## src/rtl/pcbp_pkg.sv

```systemverilog
// Package: widths, table geometry, memory port types and the table address map.
`timescale 1ns / 1ps

package pcbp_pkg;

   localparam int MaxAmount  = 256;
   localparam int TableSide  = MaxAmount + 1;
   localparam int TableSize  = TableSide * TableSide;
   localparam int AddrWidth  = $clog2(TableSize);
   localparam int FieldWidth = 9;
   localparam int CountWidth = 64;

   typedef logic [FieldWidth-1:0] field_type;
   typedef logic [CountWidth-1:0] count_type;
   typedef logic [AddrWidth-1:0]  addr_type;

   typedef struct packed {
      logic     en;
      addr_type addr;
   } rd_req_type;

   typedef struct packed {
      logic      en;
      addr_type  addr;
      count_type data;
   } wr_req_type;

   // Row-major entry (m,k) of the count table.
   function automatic addr_type table_addr(input field_type m, input field_type k);
      return AddrWidth'(m * TableSide + k);
   endfunction

endpackage

```

## src/rtl/pcbp_ifs.sv

```systemverilog
// Interfaces: query request channel and count response channel.
`timescale 1ns / 1ps

interface pcbp_req_if import pcbp_pkg::*; ();
   logic      valid;
   logic      ready;
   field_type amount;
   field_type min_parts;
   field_type max_parts;

   modport source (output valid, output amount, output min_parts, output max_parts,
                   input ready);
   modport sink   (input valid, input amount, input min_parts, input max_parts,
                   output ready);
endinterface

interface pcbp_rsp_if import pcbp_pkg::*; ();
   logic      valid;
   logic      ready;
   count_type partition_count;

   modport source (output valid, output partition_count, input ready);
   modport sink   (input valid, input partition_count, output ready);
endinterface

```

## src/rtl/pcbp_query.sv

```systemverilog
// Query engine: two table reads per query, subtract, hold result in output register.
`timescale 1ns / 1ps

module pcbp_query import pcbp_pkg::*; (
   input  logic              clock,
   input  logic              reset,
   input  logic              table_ready,
   pcbp_req_if.sink          req_bus,
   pcbp_rsp_if.source        rsp_bus,
   output rd_req_type        rd_req,
   input  count_type         rd_data
);

   localparam logic StIdle   = 1'b0;
   localparam logic StSecond = 1'b1;

   logic      state_ff, state_in;
   field_type amount_ff;
   field_type lo_ff;
   logic      ok_ff;
   logic      lat1_ff;
   logic      fin_ff;
   count_type data1_ff;
   logic      rsp_valid_ff, rsp_valid_in;
   count_type rsp_data_ff;

   logic      accept;
   logic      go_second;
   field_type hi_clamp;
   logic      range_ok;
   count_type result;

   always_comb begin
      hi_clamp = (req_bus.max_parts > req_bus.amount) ? req_bus.amount : req_bus.max_parts;
      range_ok = (req_bus.amount <= FieldWidth'(MaxAmount)) &&
                 (req_bus.min_parts <= hi_clamp);

      req_bus.ready = table_ready && (state_ff == StIdle);
      accept        = req_bus.valid && req_bus.ready;
      // advance only when the output register will be free to take the result via fin_ff
      go_second     = (state_ff == StSecond) && (!rsp_valid_ff || rsp_bus.ready);

      state_in = state_ff;
      case (state_ff)
         StIdle: begin
            if (accept) begin
               state_in = StSecond;
            end
         end
         StSecond: begin
            if (go_second) begin
               state_in = StIdle;
            end
         end
         default: state_in = StIdle;
      endcase

      rd_req.en = accept || go_second;
      if (accept) begin
         rd_req.addr = range_ok ? table_addr(req_bus.amount, hi_clamp) : '0;
      end else begin
         rd_req.addr = (ok_ff && lo_ff != '0) ? table_addr(amount_ff, lo_ff - 1'b1) : '0;
      end

      if (!ok_ff) begin
         result = '0;
      end else if (lo_ff != '0) begin
         result = data1_ff - rd_data;
      end else begin
         result = data1_ff;
      end

      rsp_valid_in = rsp_valid_ff;
      if (fin_ff) begin
         rsp_valid_in = 1'b1;
      end else if (rsp_bus.ready) begin
         rsp_valid_in = 1'b0;
      end
   end

   always_ff @(posedge clock) begin
      if (reset) begin
         state_ff     <= StIdle;
         lat1_ff      <= 1'b0;
         fin_ff       <= 1'b0;
         rsp_valid_ff <= 1'b0;
      end else begin
         state_ff     <= state_in;
         lat1_ff      <= accept;
         fin_ff       <= go_second;
         rsp_valid_ff <= rsp_valid_in;
      end
      if (accept) begin
         amount_ff <= req_bus.amount;
         lo_ff     <= req_bus.min_parts;
         ok_ff     <= range_ok;
      end
      if (lat1_ff) begin
         data1_ff <= rd_data;
      end
      if (fin_ff) begin
         rsp_data_ff <= result;
      end
   end

   assign rsp_bus.valid           = rsp_valid_ff;
   assign rsp_bus.partition_count = rsp_data_ff;

   a_accept_after_fill: assert property (@(posedge clock) disable iff (reset)
      accept |-> table_ready) else $error("query taken before table filled");
   a_slot_free_on_finish: assert property (@(posedge clock) disable iff (reset)
      fin_ff |-> !rsp_valid_ff) else $error("result would overwrite pending beat");
   a_accept_to_second: assert property (@(posedge clock) disable iff (reset)
      accept |=> (state_ff == StSecond) && lat1_ff) else $error("second read not scheduled");

endmodule

```

## src/flat_wrapper.sv

```systemverilog
// flat-port wrapper written by rule: the top's interface ports become plain ports
module pcbp_query_flat import pcbp_pkg::*;
  (clock, reset, table_ready, rd_req, rd_data, req_bus_valid, req_bus_amount, req_bus_min_parts, req_bus_max_parts, req_bus_ready, rsp_bus_valid, rsp_bus_partition_count, rsp_bus_ready);
  pcbp_req_if req_bus_i ();
  pcbp_rsp_if rsp_bus_i ();
  input  logic clock;
  input  logic reset;
  input  logic table_ready;
  output rd_req_type rd_req;
  input  count_type rd_data;
  input wire logic [$bits(req_bus_i.valid)-1:0] req_bus_valid;
  input wire logic [$bits(req_bus_i.amount)-1:0] req_bus_amount;
  input wire logic [$bits(req_bus_i.min_parts)-1:0] req_bus_min_parts;
  input wire logic [$bits(req_bus_i.max_parts)-1:0] req_bus_max_parts;
  output wire logic [$bits(req_bus_i.ready)-1:0] req_bus_ready;
  output wire logic [$bits(rsp_bus_i.valid)-1:0] rsp_bus_valid;
  output wire logic [$bits(rsp_bus_i.partition_count)-1:0] rsp_bus_partition_count;
  input wire logic [$bits(rsp_bus_i.ready)-1:0] rsp_bus_ready;
  assign req_bus_i.valid = req_bus_valid;
  assign req_bus_i.amount = req_bus_amount;
  assign req_bus_i.min_parts = req_bus_min_parts;
  assign req_bus_i.max_parts = req_bus_max_parts;
  assign req_bus_ready = req_bus_i.ready;
  assign rsp_bus_valid = rsp_bus_i.valid;
  assign rsp_bus_partition_count = rsp_bus_i.partition_count;
  assign rsp_bus_i.ready = rsp_bus_ready;
  pcbp_query u_core (.clock(clock), .reset(reset), .table_ready(table_ready), .req_bus(req_bus_i), .rsp_bus(rsp_bus_i), .rd_req(rd_req), .rd_data(rd_data));
endmodule
```

## config.mk

```make
export PLATFORM = sky130hd
export DESIGN_NAME = pcbp_query_flat
export DESIGN_NICKNAME = d
export VERILOG_FILES = /design/src/rtl/pcbp_pkg.sv /design/src/rtl/pcbp_ifs.sv /design/src/rtl/pcbp_query.sv /design/src/flat_wrapper.sv
export SDC_FILE = /design/constraint.sdc
export NUM_CORES = 1
export LEC_CHECK = 0
export BUFFER_PORTS_ARGS = -buffer_cell sky130_fd_sc_hd__buf_2
export CORE_ASPECT_RATIO = 1.75
export CORE_MARGIN = 2
export CORE_UTILIZATION = 55
export DETAILED_ROUTE_END_ITERATION = 6
export PLACE_DENSITY = 0.85
export SYNTH_ARGS = -nofsm -noshare
export SYNTH_HDL_FRONTEND = slang
export SYNTH_SLANG_ARGS = --single-unit
export TNS_END_PERCENT = 5
```

## constraint.sdc

```tcl
create_clock -name clock -period 7.1 [get_ports clock]
set_clock_uncertainty 0.2 [all_clocks]
set_input_delay 0.71 -clock clock [delete_from_list [all_inputs] [get_ports clock]]
set_output_delay 0.71 -clock clock [all_outputs]
set_load 0.05 [all_outputs]
```

# Word level (Yosys, flattened, before mapping)
# Index checks and enable logic that the tools add are counted.
[word_totals]
input_bits = 96
wordCells = 39
regBits = 151
[classes]
add_sub_neg = 4
n_bitwise = 1
magnitude_cmp = 3
n_reduce_logical = 10
mul = 2
n_mux = 10
[op_table]
columns = ["op", "count"]
rows = [
  ["64-bit two-way mux", 1],
  ["64-bit subtractor", 1],
  ["17-bit two-way mux", 3],
  ["17-bit by 9-bit adder with 17-bit output", 2],
  ["9-bit by 9-bit multiplier with 17-bit output, second input constant", 2],
  ["9-bit > comparator", 1],
  ["9-bit <= comparator", 1],
  ["9-bit <= comparator, second input constant", 1],
  ["9-bit two-way mux", 1],
  ["9-bit nonzero test", 1],
  ["9-bit by 1-bit subtractor with 9-bit output, second input constant", 1],
  ["1-bit logical AND", 5],
  ["1-bit two-way mux", 4],
  ["1-bit logical OR", 2],
  ["1-bit one-hot mux with 2 select lines", 1],
  ["2-bit nonzero test", 1],
  ["1-bit zero test", 1],
  ["1-bit inverter", 1],
]

# Longest topological paths before layout
[logic_depth]
depth_word = 6
ltp_mapped = 25
depth_no_buf = 24

# Worst setup path after synthesis
# No wires, ideal clock.
[synth_path]
path_type = "input-to-output"
from = "input req_bus_amount[1]"
to = "output rd_req[14] in the netlist's numbering"
path_stages = 23
t_arrival_ns = 5.856
path_slack_ns = 0.334
t_required_ns = 6.190
path_cell_list = "inv_1 ha_1 nor2b_1 o21a_1 o21a_1 o21a_1 o21a_1 o21a_1 o21ai_1 a311oi_2 buf_2 mux2_2 ha_1 ha_1 a21o_1 a21oi_1 o21ai_0 a2111oi_0 o41ai_1 a31oi_1 nor3_1 xnor2_1 o22ai_1"
[synth_lines]
columns = ["item", "line_no", "text"]
rows = [
  ["start: declaration", "flat_wrapper.sv:12", "input wire logic [$bits(req_bus_i.amount)-1:0] req_bus_amount;"],
  ["end: declaration", "flat_wrapper.sv:9", "output rd_req_type rd_req;"],
]

==> impl_metrics.csv <==
group,metric,value,unit
power,p_per_area,206,nW/um^2
power,power_frac_clock,37.4,%
global_route,antenna_found_initial,6,
worst_setup_path,critPathSlowestCell,"a2111oi_2",
drt,vias_per_cell,6.19,
clock_tree,ctsHoldBuffers,0,
power,ir_drop,192,uV
cells_and_area,multi_input_area,6720,um^2
synth,synth_top_area_share,37.2,%
worst_setup_path,worstSetupStartpointType,"input port",
power,total_power,2.80,mW
worst_setup_path,crit_required,6.19,ns
worst_setup_path,crit_top_cell,"o21a_1",
synth,avgSynthCellArea,9.25,um^2
place,place_congestion,0.954,
sta,setup_viol,0,
clock_tree,cts_max_level,4,
synth,syn_area,11900,um^2
floorplanning,dieHeight,198,um
power,power_switching,0.859,mW
clock_tree,cts.clk_slew.worst_paths,0.07,ns
sta,min_period_over_period,93.8,%
worst_setup_path,rr_worst_depth,10,
synth,yosysMostFrequentCell,"edfxtp_1",
floorplanning,rows,71,
worst_setup_path,r2r_slack,3.20,ns
power,p_int,1.94,mW
job,maxCapViolations,0,
worst_setup_path,critical_path.max_stage_delay,0.50,ns
cells_and_area,finish.net_count,1667,
place,placed_area,12900,um^2
synth,synth-edff-count,147,
clock_tree,post_cts_buffers,0,
synth,synthFlopType,"edfxtp_1",
drt,vias,10615,
cells_and_area,area_growth,14.8,%
cells_and_area,seqCellArea,4500,um^2
place,hpwl,25.4,mm
worst_setup_path,path_class,"in -> out",
global_route,grt-ovfl-total,0,
drt,wire_per_inst,19.7,um
worst_setup_path,end_kind,"output port",
worst_setup_path,crit_path_cell_trace,"buf_2 -> inv_1 -> ha_1 -> nor2b_1 -> o21a_1 -> o21a_1 -> o21a_1 -> o21a_1 -> o21a_1 -> o21ai_2 -> a311oi_4 -> buf_4 -> mux2_2 -> ha_1 -> ha_1 -> a21oi_1 -> o21ai_0 -> a2111oi_2 -> o41ai_2 -> a31oi_1 -> nor3_1 -> xnor2_1 -> o22ai_1 -> buf_2",
worst_hold_path,hold_path_class,"in -> reg",
synth,synth_fp_nets,1508,
floorplanning,die_w,115,um
global_route,grt_max_degree,66,
drt,first_iter_violations,865,
floorplanning,start_util,55.6,%
floorplanning,boundaryPins,180,
sta,slew_viol_final,0,
clock_tree,cts_tree,"done",
sta,max_freq,150,MHz
cells_and_area,drive_above_1_share,18.2,%
global_route,grtUsageTotal,29.8,%
sta,relSlewSlack,32.2,%
power,p_leak,5.91,nW
cells_and_area,final_util,63.9,%
sta,final-hold-violation-count,0,
drt,ant_nets,0,
synth,yosysWarnings,0,
synth,async_flop_share,0,%
floorplanning,die_area,22800,um^2
power,seqPwrFrac,36.8,%
cells_and_area,n_fill_cell,1752,
sta,min_period,6.66,ns
clock_tree,cts_root_buf,"clkbuf_16",
synth,synth_seq_area_share,37.9,%
worst_hold_path,min_path_cells,1,
sta,setup_tns,0,ns
global_route,grt_pass1_vias,10751,
place,port_buffers,179,
clock_tree,cts.sinks,151,
drt,drc,0,
power,p_comb_share,25.8,%
clock_tree,clock_path_buffers,2,
drt,firstDrtPassIters,6,
synth,synthTopCellsByCount,"edfxtp_1 (147), nand2_1 (140), ha_1 (126)",
clock_tree,numCtsBuffers,17,
floorplanning,core_area,21300,um^2
synth,ys_ff_latch,151,
clock_tree,clk_latency,0.46,ns
clock_tree,post_cts_resized,0,
worst_setup_path,cp.arrival,5.75,ns
global_route,grt_pass1_wl,52.0,mm
synth,synth_largest_area_cell,"edfxtp_1",
synth,synthTopCellsByArea,"edfxtp_1 (37%), ha_1 (13%), a21oi_1 (5.1%)",
cells_and_area,final_cell_area,13600,um^2
power,swShare,30.7,%
sta,rsz0062_at_grt,"no",
sta,whs,0.233,ns
worst_setup_path,path_max_fanout,10,
drt,routed_wl,33.9,mm
synth,yosysUniqueCellTypes,84,
synth,synthCells,1283,
sta,tightestPinTransition,1.02,ns
status,status,"completed",
==> worst max-delay path, delay by kind of cell <==
family	cells	cell delay, ns
AO/OA/AOI/OAI	13	2.71
adder cells (fa/ha/maj)	3	0.91
buffers and inverters	4	0.75
multiplexers	1	0.28
AND/OR/NAND/NOR	2	0.25
XOR/XNOR	1	0.14
==> power by group through the flow <==
stage,Clock (mW),Combinational [mW],Sequential [mW]
finish,1.05,0.722,1.03
global placement,0,0.689,1.05
detailed placement,0,0.702,1.05
global route,1.08,0.789,1.03
CTS,1.05,0.709,1.03
floorplan,0,0.490,1.08
==> registers in the layout, summed over array words and instances, names as in the netlist, 9 cells and up <==
register                        flops
u_core.amount_ff                    9
u_core.lo_ff                        9
u_core.data1_ff                    64
u_core.rsp_bus.partition_count     64
==> layout make-up <==
cell class,instances,share of cell area [%]
sequential,151,33.0
antenna,5,0.0919
clock inverter,12,1.65
tap,255,2.34
clock buffer,20,3.21
inverter,121,3.34
timing repair buffer,187,7.02
multi-input combinational,964,49.3
==> stage by stage <==
| step | setup WS, ns | cells |
|---|---|---|
| after floorplan | 0.334 | 1283 |
| after global placement | 0.314 | 1678 |
| after detailed placement | 0.221 | 1678 |
| after CTS | 0.199 | 1710 |
| after global routing | 0.0297 | 1715 |
| final | 0.442 | 1715 |
==> layout by cell type (no fill, tap or decap), types with 10 or more instances in the layout <==
cell type,n
a211oi_1,16
ha_1,126
o21a_1,16
buf_2,179
o21bai_1,18
nor2b_1,12
and3_1,13
xnor2_1,42
o21ai_0,65
edfxtp_1,147
a21oi_1,122
o22ai_1,16
nand2_1,140
xor2_1,27
or3_1,11
a21o_1,27
clkbuf_16,17
nand3_1,26
nor2_1,74
a31oi_1,10
nand4_1,25
o211ai_1,11
nor3_1,26
inv_1,120
mux2i_1,14
==> cell families after synthesis <==
logic type,share of synthesized area [%]
simple gates,15.0
flops,37.9
mux,1.94
fa+ha+maj,13.8
xor+xnor,5.09
compound gates,20.5
buf+inv,5.82
==> path summary, 6_finish.rpt <==
check | end | start
worst max-delay path | rd_req[14] | req_bus_amount[1]
worst min-delay path | u_core.data1_ff[21]$_DFFE_PP_ | rd_data[21]
worst max register to register | u_core.rsp_bus.partition_count[62]$_SDFFCE_PN0P_ | u_core.lo_ff[0]$_DFFE_PP_
worst min register to register | u_core.state_ff$_SDFF_PP0_ | u_core.state_ff$_SDFF_PP0_
==> routing by layer <==
metal  share of wire (%)  GRT usage, %
met5               0.038             0
met4                 7.2          22.1
met3                 5.6          4.90
met2                  54          55.5
met1                  33          28.5
(Power assumes the default switching activity.)
