`config.mk`:
```
export PLATFORM = sky130hd
export DESIGN_NAME = pcbp_fill
export DESIGN_NICKNAME = d
export VERILOG_FILES = /design/src/rtl/pcbp_pkg.sv /design/src/rtl/pcbp_fill.sv
export SDC_FILE = /design/constraint.sdc
export NUM_CORES = 1
export LEC_CHECK = 0
export ABC_AREA = 1
export BUFFER_PORTS_ARGS = -buffer_cell sky130_fd_sc_hd__buf_2
export CAP_MARGIN = 20
export CORE_ASPECT_RATIO = 0.8
export CORE_UTILIZATION = 30
export DETAILED_ROUTE_END_ITERATION = 7
export HOLD_SLACK_MARGIN = 0.06
export PLACE_DENSITY_LB_ADDON = 0.25
export SYNTH_ARGS = -nofsm -noshare
export SYNTH_HDL_FRONTEND = slang
export SYNTH_SLANG_ARGS = --single-unit
```
`constraint.sdc`:
```
create_clock -name clock -period 4.29 [get_ports clock]
set_input_delay 0.429 -clock clock [delete_from_list [all_inputs] [get_ports clock]]
set_output_delay 0.429 -clock clock [all_outputs]
set_load 0.03 [all_outputs]
```
`src/rtl/pcbp_pkg.sv`:
```
// Package: widths, table geometry, memory port types and the table address map.
`timescale 1ns / 1ps

package pcbp_pkg;

   localparam int MaxAmount  = 256;
   localparam int TableSide  = MaxAmount + 1;
   localparam int TableSize  = TableSide * TableSide;
   localparam int AddrWidth  = $clog2(TableSize);
   localparam int FieldWidth = 9;
   localparam int CountWidth = 64;

   typedef logic [FieldWidth-1:0] field_type;
   typedef logic [CountWidth-1:0] count_type;
   typedef logic [AddrWidth-1:0]  addr_type;

   typedef struct packed {
      logic     en;
      addr_type addr;
   } rd_req_type;

   typedef struct packed {
      logic      en;
      addr_type  addr;
      count_type data;
   } wr_req_type;

   // Row-major entry (m,k) of the count table.
   function automatic addr_type table_addr(input field_type m, input field_type k);
      return AddrWidth'(m * TableSide + k);
   endfunction

endpackage

```
`src/rtl/pcbp_fill.sv`:
```
// Table builder: sweeps (m,k) once after reset, one entry per cycle, two-stage pipe.
`timescale 1ns / 1ps

module pcbp_fill import pcbp_pkg::*; (
   input  logic       clock,
   input  logic       reset,
   output rd_req_type rd_req,
   input  count_type  rd_data,
   output wr_req_type wr_req,
   output logic       table_ready
);

   field_type m_ff, m_in;
   field_type k_ff, k_in;
   logic      run_ff, run_in;
   logic      done_ff, done_in;

   // second stage: entry being written
   logic      s1_valid_ff;
   addr_type  s1_addr_ff;
   logic      s1_use_ff;
   logic      s1_first_ff;
   logic      s1_one_ff;
   count_type prev_ff, prev_in;

   logic      use_upper;
   logic      last_col;
   count_type new_value;

   always_comb begin
      use_upper = (k_ff != '0) && (m_ff >= k_ff);
      last_col  = (k_ff == FieldWidth'(MaxAmount));
      m_in   = m_ff;
      k_in   = k_ff;
      run_in = run_ff;
      if (run_ff) begin
         if (last_col) begin
            k_in = '0;
            m_in = m_ff + 1'b1;
            if (m_ff == FieldWidth'(MaxAmount)) begin
               run_in = 1'b0;
            end
         end else begin
            k_in = k_ff + 1'b1;
         end
      end

      // T(m,k) = T(m,k-1) + T(m-k,k); row m-k is already complete
      if (s1_first_ff) begin
         new_value = s1_one_ff ? CountWidth'(1) : '0;
      end else begin
         new_value = prev_ff + (s1_use_ff ? rd_data : '0);
      end
      prev_in = s1_valid_ff ? new_value : prev_ff;
      done_in = done_ff || (s1_valid_ff && !run_ff);

      rd_req.en   = run_ff && use_upper;
      rd_req.addr = table_addr(m_ff - k_ff, k_ff);
      wr_req.en   = s1_valid_ff;
      wr_req.addr = s1_addr_ff;
      wr_req.data = new_value;
   end

   always_ff @(posedge clock) begin
      if (reset) begin
         m_ff        <= '0;
         k_ff        <= '0;
         run_ff      <= 1'b1;
         done_ff     <= 1'b0;
         s1_valid_ff <= 1'b0;
      end else begin
         m_ff        <= m_in;
         k_ff        <= k_in;
         run_ff      <= run_in;
         done_ff     <= done_in;
         s1_valid_ff <= run_ff;
      end
      s1_addr_ff  <= table_addr(m_ff, k_ff);
      s1_use_ff   <= use_upper;
      s1_first_ff <= (k_ff == '0);
      s1_one_ff   <= (m_ff == '0);
      prev_ff     <= prev_in;
   end

   assign table_ready = done_ff;

   a_done_sticks: assert property (@(posedge clock) disable iff (reset)
      done_ff |=> done_ff) else $error("table ready flag dropped");
   a_no_write_after_done: assert property (@(posedge clock) disable iff (reset)
      done_ff |-> !wr_req.en && !run_ff) else $error("fill activity after table ready");
   a_read_only_while_running: assert property (@(posedge clock) disable iff (reset)
      rd_req.en |-> run_ff && (k_ff != '0)) else $error("builder read outside the sweep");

endmodule

```
Yosys cells after proc, flatten, opt, wreduce, memory -nomap -nowiden
Cells that the tools add are included.
- register bits after elaboration: 105
- logic and storage cells: 37
- memories: 0
- output and inout port bits: 101
- latch bits: 0
- bits in read-only memories: 0
- bits in writable memories: 0
- input port bits: 66
- multipliers: 2
- $lt $le $gt $ge: 1
- bitwise gates (word level): 0
- reductions and logical operators: 9
- add/subtract/negate cells: 6
- shifts and indexed selects: 0
- muxes and demuxes: 7
- divide/modulo/power cells: 0
- eq/ne operators: 2
- operators with widths (cell ; count):
    two-way mux 64 bit ; 2
    adder 64 bit ; 1
    adder 17 x 9 -> 17 bit ; 2
    multiplier 9 x 9 -> 17 bit, second input constant ; 2
    adder 9 x 1 -> 9 bit, second input constant ; 2
    equality test 9 bit, second input constant ; 2
    zero test 9 bit ; 2
    greater-or-equal comparator 9 bit ; 1
    two-way mux 9 bit ; 1
    nonzero test 9 bit ; 1
    subtractor 9 bit ; 1
    two-way mux 1 bit ; 4
    logical AND 1 bit ; 3
    AND reduction 2 bit ; 1
    zero test 1 bit ; 1
    logical OR 1 bit ; 1

Longest topological paths before layout
Gate-level depths: netlist of the first run.
- depth after elaboration: 4
- depth in mapped cells: 22
- mapped depth without buffers: 22

Worst setup path after synthesis of the first run
No wires, ideal clock.
- path kind: register -> output
- start: reg m_ff[0]
- end: out rd_req[13] (netlist bit)
- stages on the path, launching flop included: 20
- data required time: 3.861 ns
- path buffers: 0
- arrival: 3.491 ns
- slack: 0.370 ns
- path through: dfxtp_1 -> inv_1 -> ha_1 -> inv_1 -> fa_1 -> nand3_1 -> nand2_1 -> nand4_1 -> nand3b_1 -> nand2_1 -> inv_1 -> ha_1 -> ha_1 -> ha_1 -> nand2_1 -> a21oi_1 -> a21oi_1 -> nand3_1 -> a22oi_1 -> xor2_1
- RTL lines (item ; line ; text):
    start: declaration ; pcbp_fill.sv:13 ; field_type m_ff, m_in;
    start signal: assignment ; pcbp_fill.sv:72 ; m_ff <= m_in;
    end: declaration ; pcbp_fill.sv:7 ; output rd_req_type rd_req,

==> impl_metrics.json, run 1 <==
{
  "slew_headroom": 0.333,
  "dp.cells": 2668,
  "nets": 2341,
  "h-tree-depth": 3,
  "p_int_uw": 2490,
  "finalSetupTns_ns": 0,
  "setup_violations": 0,
  "synth-edff-count": 64,
  "rrSetupSlack_ns": 1.41,
  "grt_overflow": 0,
  "startpoint": "m_ff[0]",
  "multi_input_area_um2": 7510,
  "rsz0062_at_grt": "no",
  "mostFrequentLayoutCells": "nand2_1, inv_1, nor2_1",
  "hold_path.class": "in2reg",
  "maxCapViolCount": 0,
  "synth_warnings": 0,
  "cts_tree": "yes",
  "pin_count": 167,
  "reg2reg_from": "s1_use_ff",
  "core_area_um2": 38500,
  "synth_top_cell_by_area": "nand2_1",
  "cts_root_buf": "clkbuf_16",
  "dpl.hpwl_mm": 34.5,
  "crit_end": "rd_req[12]",
  "worst_pin_slew_ns": 1.00,
  "post_drt_wl_per_cell_um": 15.2,
  "drive_above_1_share": 0.131,
  "cp-start-kind": "flip-flop",
  "combPwrFrac": 0.558,
  "critical_path.max_stage_delay_ns": 0.38,
  "power_density_nw_per_um2": 361,
  "finClkSkew_ns": 0.0151,
  "hold_viol": 0,
  "power_frac_seq": 0.263,
  "wl_mm": 40.9,
  "power.switching_uw": 2520,
  "cp-end-kind": "primary output",
  "postRouteAntennaNets": 0,
  "critPathKind": "reg2out",
  "layout_commonest_cell": "nand2_1",
  "die-area_um2": 40200,
  "syn_to_final_growth_pct": 17.2,
  "vias": 12300,
  "place.gp.congestion": 0.935,
  "mappedNetlistArea_um2": 11800,
  "r2r_end": "prev_ff[52]",
  "grt_max_degree": 67,
  "layout.cells.non_filler": 2685,
  "worstPathCellList": "inv_4 > ha_4 > inv_1 > fa_2 > nand3_1 > nand2_1 > nand4_1 > nand3b_1 > nand2_2 > inv_2 > ha_4 > ha_1 > ha_1 > ha_4 > nand2_1 > nor2_1 > o21ai_0 > nand3_2 > xor2_1 > buf_2",
  "path_max_fanout": 5,
  "syn_area_per_cell_um2": 5.98,
  "via_per_inst": 4.57,
  "slew_viol_final": 0,
  "grt_pass1_vias": 11700,
  "die_y_um": 180,
  "arrival_ns": 3.67,
  "critPathRequiredTime_ns": 3.86,
  "min_period_ns": 4.10,
  "switching_share": 0.503,
  "clock-sinks": 105,
  "drt_iter0_markers": 1036,
  "pwr-share-clk": 0.179,
  "remaining_drc_errors": 0,
  "die_w_um": 224,
  "cts_inserted_buffers": 9,
  "finalCritPeriodShare": 0.956,
  "ff2ff_path_depth": 14,
  "critical-path-slowest-cell": "dfxtp_4",
  "clkTransAtPathRegs_ns": 0.08,
  "start_util": 0.307,
  "stdcell_area_um2": 13900,
  "irDropWorstVdd_mv": 0.161,
  "min-delay-start": "reset",
  "ff_latch_area_um2": 2760,
  "postPlaceCellArea_um2": 13400,
  "synthTopCellsByArea": "nand2_1, edfxtp_1, inv_1, ha_1, dfxtp_1",
  "fill_cells": 4324,
  "cts_max_path_buffers": 2,
  "yosys_register_bits": 105,
  "drt_pre_antenna_iters": 5,
  "cpMostUsedCell": "ha_4",
  "port_buffers": 166,
  "power_leakage_uw": 0.00845,
  "synth_top_area_share": 0.228,
  "yosysUniqueCellTypes": 46,
  "antenna_found_initial": 0,
  "synth_ff_type": "edfxtp_1",
  "status": "completed",
  "row_count": 64,
  "clkLatencyLatePin_ns": 0.39,
  "diodes": 0,
  "async_flop_share": 0,
  "synth_seq_area_share": 0.232,
  "timing.fmax_mhz": 244,
  "syn-instance-count": 1979,
  "synth_fp_nets": 2168,
  "grt_pass1_wl_mm": 64.6,
  "grtUsageTotal": 0.208
}
registers in the layout, summed over array words and instances, names as in the netlist:
| name | count |
|---|---|
| s1_first_ff | 1 |
| table_ready | 1 |
| s1_valid_ff | 1 |
| s1_addr_ff | 17 |
| s1_one_ff | 1 |
| k_ff | 9 |
| run_ff | 1 |
| prev_ff | 64 |
| m_ff | 9 |
| s1_use_ff | 1 |
kinds of logic (layout without fill, tap and decap cells):
logic type               after synthesis  after routing  synth area share
XOR/XNOR                              47             47            0.0354
AND/OR/NAND/NOR                     1073           1073             0.376
adder cells (fa/ha/maj)              123            123             0.133
buffers and inverters                463            641             0.148
AO/OA/AOI/OAI                        168            168            0.0765
flip-flops                           105            105             0.232
per-stage QoR:
stage               total power (µW)  hold WS [ns]  setup WS [ns]   util
floorplan                       3250         0.473          0.370      -
global placement                4070         0.522          0.145  0.347
detailed placement              4080         0.519          0.123  0.347
CTS                             5020         0.390         0.0301  0.357
global route                    5400         0.422        0.00442  0.360
finish                          5000         0.417          0.190  0.360
worst min-delay path by stage:
stage	endpoint	slack [ns]	cells past startpoint
global route	k_ff[3]	0.42	2
finish	k_ff[3]	0.42	2
global placement	prev_ff[0]	0.52	2
CTS	k_ff[3]	0.39	2
floorplan	s1_one_ff	0.47	1
detailed placement	prev_ff[0]	0.52	2
synthesized netlist by cell type, types with 2 or more instances:
library cell and number:
a21o_1 4, a21oi_1 109, a21oi_2 2, a31oi_1 4, and2_1 4, and3_1 5
buf_1 2, buf_2 2, clkbuf_1 11, dfxtp_1 41, edfxtp_1 64, fa_1 4
ha_1 119, inv_1 439, inv_2 6, nand2_1 720, nand2_2 15, nand3_1 79
nand3_2 7, nand3b_1 5, nand4_1 16, nor2_1 173, nor2_2 16, nor2_4 3
nor3_1 15, nor3_2 2, nor3b_1 3, nor4_1 6, nor4_2 2, o21a_1 2
o21ai_0 34, o21bai_1 7, xnor2_1 19, xor2_1 27
layout make-up:
class,count,area share
Timing Repair Buffer,179,0.0688
Tap cell,528,0.0476
Clock inverter,6,0.00505
Multi-Input combinational cell,1411,0.541
Inverter,446,0.121
Clock buffer,10,0.0172
Sequential cell,105,0.199
worst max-delay path, delay by kind of cell (launching register included):
kind            cells  cell delay, ns
fa+ha+maj           6            1.34
compound gates      1            0.14
flops               1            0.38
buf+inv             4            0.42
xor+xnor            1            0.16
simple gates        8            0.85
power by group through the flow:
stage                     clock network (µW)  logic (µW)  registers (µW)
final                                    894        2790            1320
after global routing                     961        3100            1340
after CTS                                933        2770            1320
after detailed placement                   0        2740            1340
after global placement                     0        2730            1340
after floorplan                            0        1940            1310
routing by layer:
layer	share of wire	vias to the layer above	wire length (µm)	GRT usage
met5	0	-	0	0
met1	0.52	5500	21200	0.314
li1	-	6389	-	-
met2	0.40	329	16200	0.300
met3	0.066	42	2710	0.0353
met4	0.019	0	786	0.0523
repair_timing:
| item | CTS | global route |
|---|---|---|
| endpoints found under the setup margin | 10 | 11 |
| hold buffers | 0 | 0 |
| buffers inserted | 0 | 1 |
| pin swaps | 1 | 5 |
| gates resized for setup | 18 | 26 |
(Power assumes the default switching activity.)
==> run 2: changes to the inputs <==
--- a/config.mk
+++ b/config.mk
@@ -12,4 +12,5 @@
 export CORE_UTILIZATION = 30
 export DETAILED_ROUTE_END_ITERATION = 7
+export GPL_ROUTABILITY_DRIVEN = 0
 export HOLD_SLACK_MARGIN = 0.06
 export PLACE_DENSITY_LB_ADDON = 0.25
==> constraint.sdc (replaced) <==
create_clock -name clock -period 4.29 [get_ports clock]
set_input_delay 0.858 -clock clock [delete_from_list [all_inputs] [get_ports clock]]
set_output_delay 0.858 -clock clock [all_outputs]
set_load 0.03 [all_outputs]
==> run 2 against run 1 <==
  * Clock power fell by 2%
  * The flow now finishes with violations (setup timing)
  * First-iteration DRC count fell by 8.2%
  * Cell area rose by 5.0%
  * Maximum frequency fell by 4.7%
  * Worst setup slack got worse by 0.20 ns
  * Sequential share of layout area fell by 0.96 points
  * Clock skew rose by 0.0027 ns
  * Via count rose by 2.2%
  * Combinational power rose by 6%
  * Critical endpoint is now rd_req[16]
  * Largest cell class unchanged
  * Sequential cell count did not move
  * Critical path type unchanged
  * Die area did not move
==> impl_metrics.json, run 2 (synthesis results as in run 1) <==
{
  "power_density_nw_per_um2": 353,
  "syn_to_final_growth_pct": 23.1,
  "arrival_ns": 3.44,
  "dp.cells": 2688,
  "grt_max_degree": 66,
  "power.switching_uw": 2580,
  "start_util": 0.307,
  "antenna_found_initial": 0,
  "irDropWorstVdd_mv": 0.180,
  "worstPathCellList": "inv_2 > ha_4 > inv_2 > fa_2 > nand3_2 > nand2_2 > nand4_1 > nand3b_1 > nand2_2 > inv_2 > ha_4 > ha_4 > ha_4 > buf_4 > nand2_4 > nor2_4 > nand3_2 > nand3_4 > nand3_2 > nand2_1 > nand2_1 > buf_6",
  "combPwrFrac": 0.578,
  "power_frac_seq": 0.251,
  "die_w_um": 224,
  "post_drt_wl_per_cell_um": 15.1,
  "power_leakage_uw": 0.00868,
  "hold_path.class": "reg2reg",
  "dpl.hpwl_mm": 33.5,
  "slew_viol_final": 0,
  "switching_share": 0.502,
  "largestRegisters": "prev_ff x64, s1_addr_ff x17",
  "wl_mm": 41.2,
  "critical-path-slowest-cell": "fa_2",
  "cts_inserted_buffers": 9,
  "status": "complete, but fails checks",
  "pwr-share-clk": 0.171,
  "nets": 2381,
  "grt_pass1_wl_mm": 64.0,
  "cts_root_buf": "clkbuf_16",
  "power.total_uw": 5140,
  "via_per_inst": 4.60,
  "grtUsageTotal": 0.204,
  "critical_path.max_stage_delay_ns": 0.34,
  "top_register": "prev_ff",
  "fin_util": 0.378,
  "violations": "setup timing",
  "maxCapViolCount": 0,
  "clkTransAtPathRegs_ns": 0.09,
  "grt_overflow": 0,
  "slew_headroom": 0.371,
  "cts_tree": "yes",
  "ctsHoldBuffers": 0,
  "critPathRequiredTime_ns": 3.43,
  "finalCritPeriodShare": 1.00,
  "die-area_um2": 40200,
  "clkLatencyLatePin_ns": 0.40,
  "cp-end-kind": "primary output",
  "drt_pre_antenna_iters": 5,
  "ff_latch_area_um2": 2760,
  "cp-start-kind": "flip-flop",
  "clock-sinks": 105,
  "post-place-ws_ns": 0.0488,
  "pin_count": 167,
  "fill_cells": 4187,
  "rsz0062_at_grt": "yes",
  "layout.cells.non_filler": 2726,
  "remaining_drc_errors": 0,
  "min_period_ns": 4.30,
  "h-tree-depth": 3,
  "critPathKind": "reg2out",
  "setup_violations": 1,
  "worst_pin_slew_ns": 0.944,
  "p_int_uw": 2560,
  "multi_input_area_um2": 7890,
  "hold_viol": 0,
  "grt_pass1_vias": 11800,
  "port_buffers": 166,
  "layout_commonest_cell": "nand2_1",
  "cpMostUsedCell": "ha_4",
  "cts_max_path_buffers": 2,
  "path_max_fanout": 3,
  "mostFrequentLayoutCells": "nand2_1, inv_1, nor2_1",
  "drt_iter0_markers": 951,
  "largest_register_ffs": 64,
  "finClkSkew_ns": 0.0178,
  "die_y_um": 180,
  "timing.fmax_mhz": 232,
  "core_area_um2": 38500,
  "vias": 12500,
  "row_count": 64,
  "fin_ws_ns": -0.0111,
  "postRouteAntennaNets": 0,
  "drive_above_1_share": 0.173
}
[run 2: cell count changes in the layout (fill, tap and decap cells not counted), sizes merged]
| cell | delta |
|---|---|
| buf | +38 |
| clkinvlp | +1 |
| clkbuf | +1 |
| diode | +1 |
[run 2: path summary, 6_finish.rpt]
| kind | from | endpoint | slack, ns | cells past startpoint |
|---|---|---|---|---|
| min | s1_one_ff | prev_ff[0] | 0.53 | 2 |
| min reg2reg | s1_one_ff | prev_ff[0] | 0.53 | 2 |
| max reg2reg | s1_use_ff | prev_ff[50] | 1.52 | 12 |
| max | m_ff[0] | rd_req[16] | -0.01 | 22 |
[run 2: timing repair]
action                                  in CTS  in global routing
endpoints found under the hold margin        0                  0
setup buffers                               10                 11
gates resized for setup                     65                 66
endpoints found under the setup margin      25                 27
pin swaps                                   19                 39
[run 2: worst max-delay path, delay by kind of cell, from the launching register on]
family        cells  cell delay (ns)
fa+ha+maj         5             1.22
simple gates     12             1.08
buf+inv           5             0.43
flops             1             0.33
[run 2: cell type report]
cell class / count / share of cell area
antenna: 1 / 0.000172
clock buffer: 9 / 0.0155
clock inverter: 7 / 0.00498
inverter: 446 / 0.115
multi-input combinational: 1411 / 0.541
sequential: 105 / 0.189
tap: 528 / 0.0453
timing repair buffer: 219 / 0.0884
[run 2: power by group through the flow]
stage / registers [µW] / clock network (µW) / logic (µW)
floorplan: 1310 / 0 / 1940
global placement: 1310 / 0 / 2760
detailed placement: 1320 / 0 / 2770
CTS: 1300 / 914 / 2860
global route: 1300 / 943 / 3270
finish: 1290 / 878 / 2970
[run 2: metrics by stage]
stage / hold slack, ns / setup TNS [ns] / cell area, µm²
finish: 0.529 / -0.0111 / 14600
floorplan: 0.473 / 0 / 11800
detailed placement: 0.505 / 0 / 13500
CTS: 0.535 / 0 / 14200
global placement: 0.511 / 0 / 13500
global route: 0.563 / -1.34 / 14600
[run 2: per-layer routing]
layer  global-route usage  wire length [µm]  up-vias
met5                    0                 0        -
met3               0.0347              2560       42
li1                     -                 -     6464
met4               0.0499               711        0
met1                0.297             20700     5645
met2                0.310             17200      378
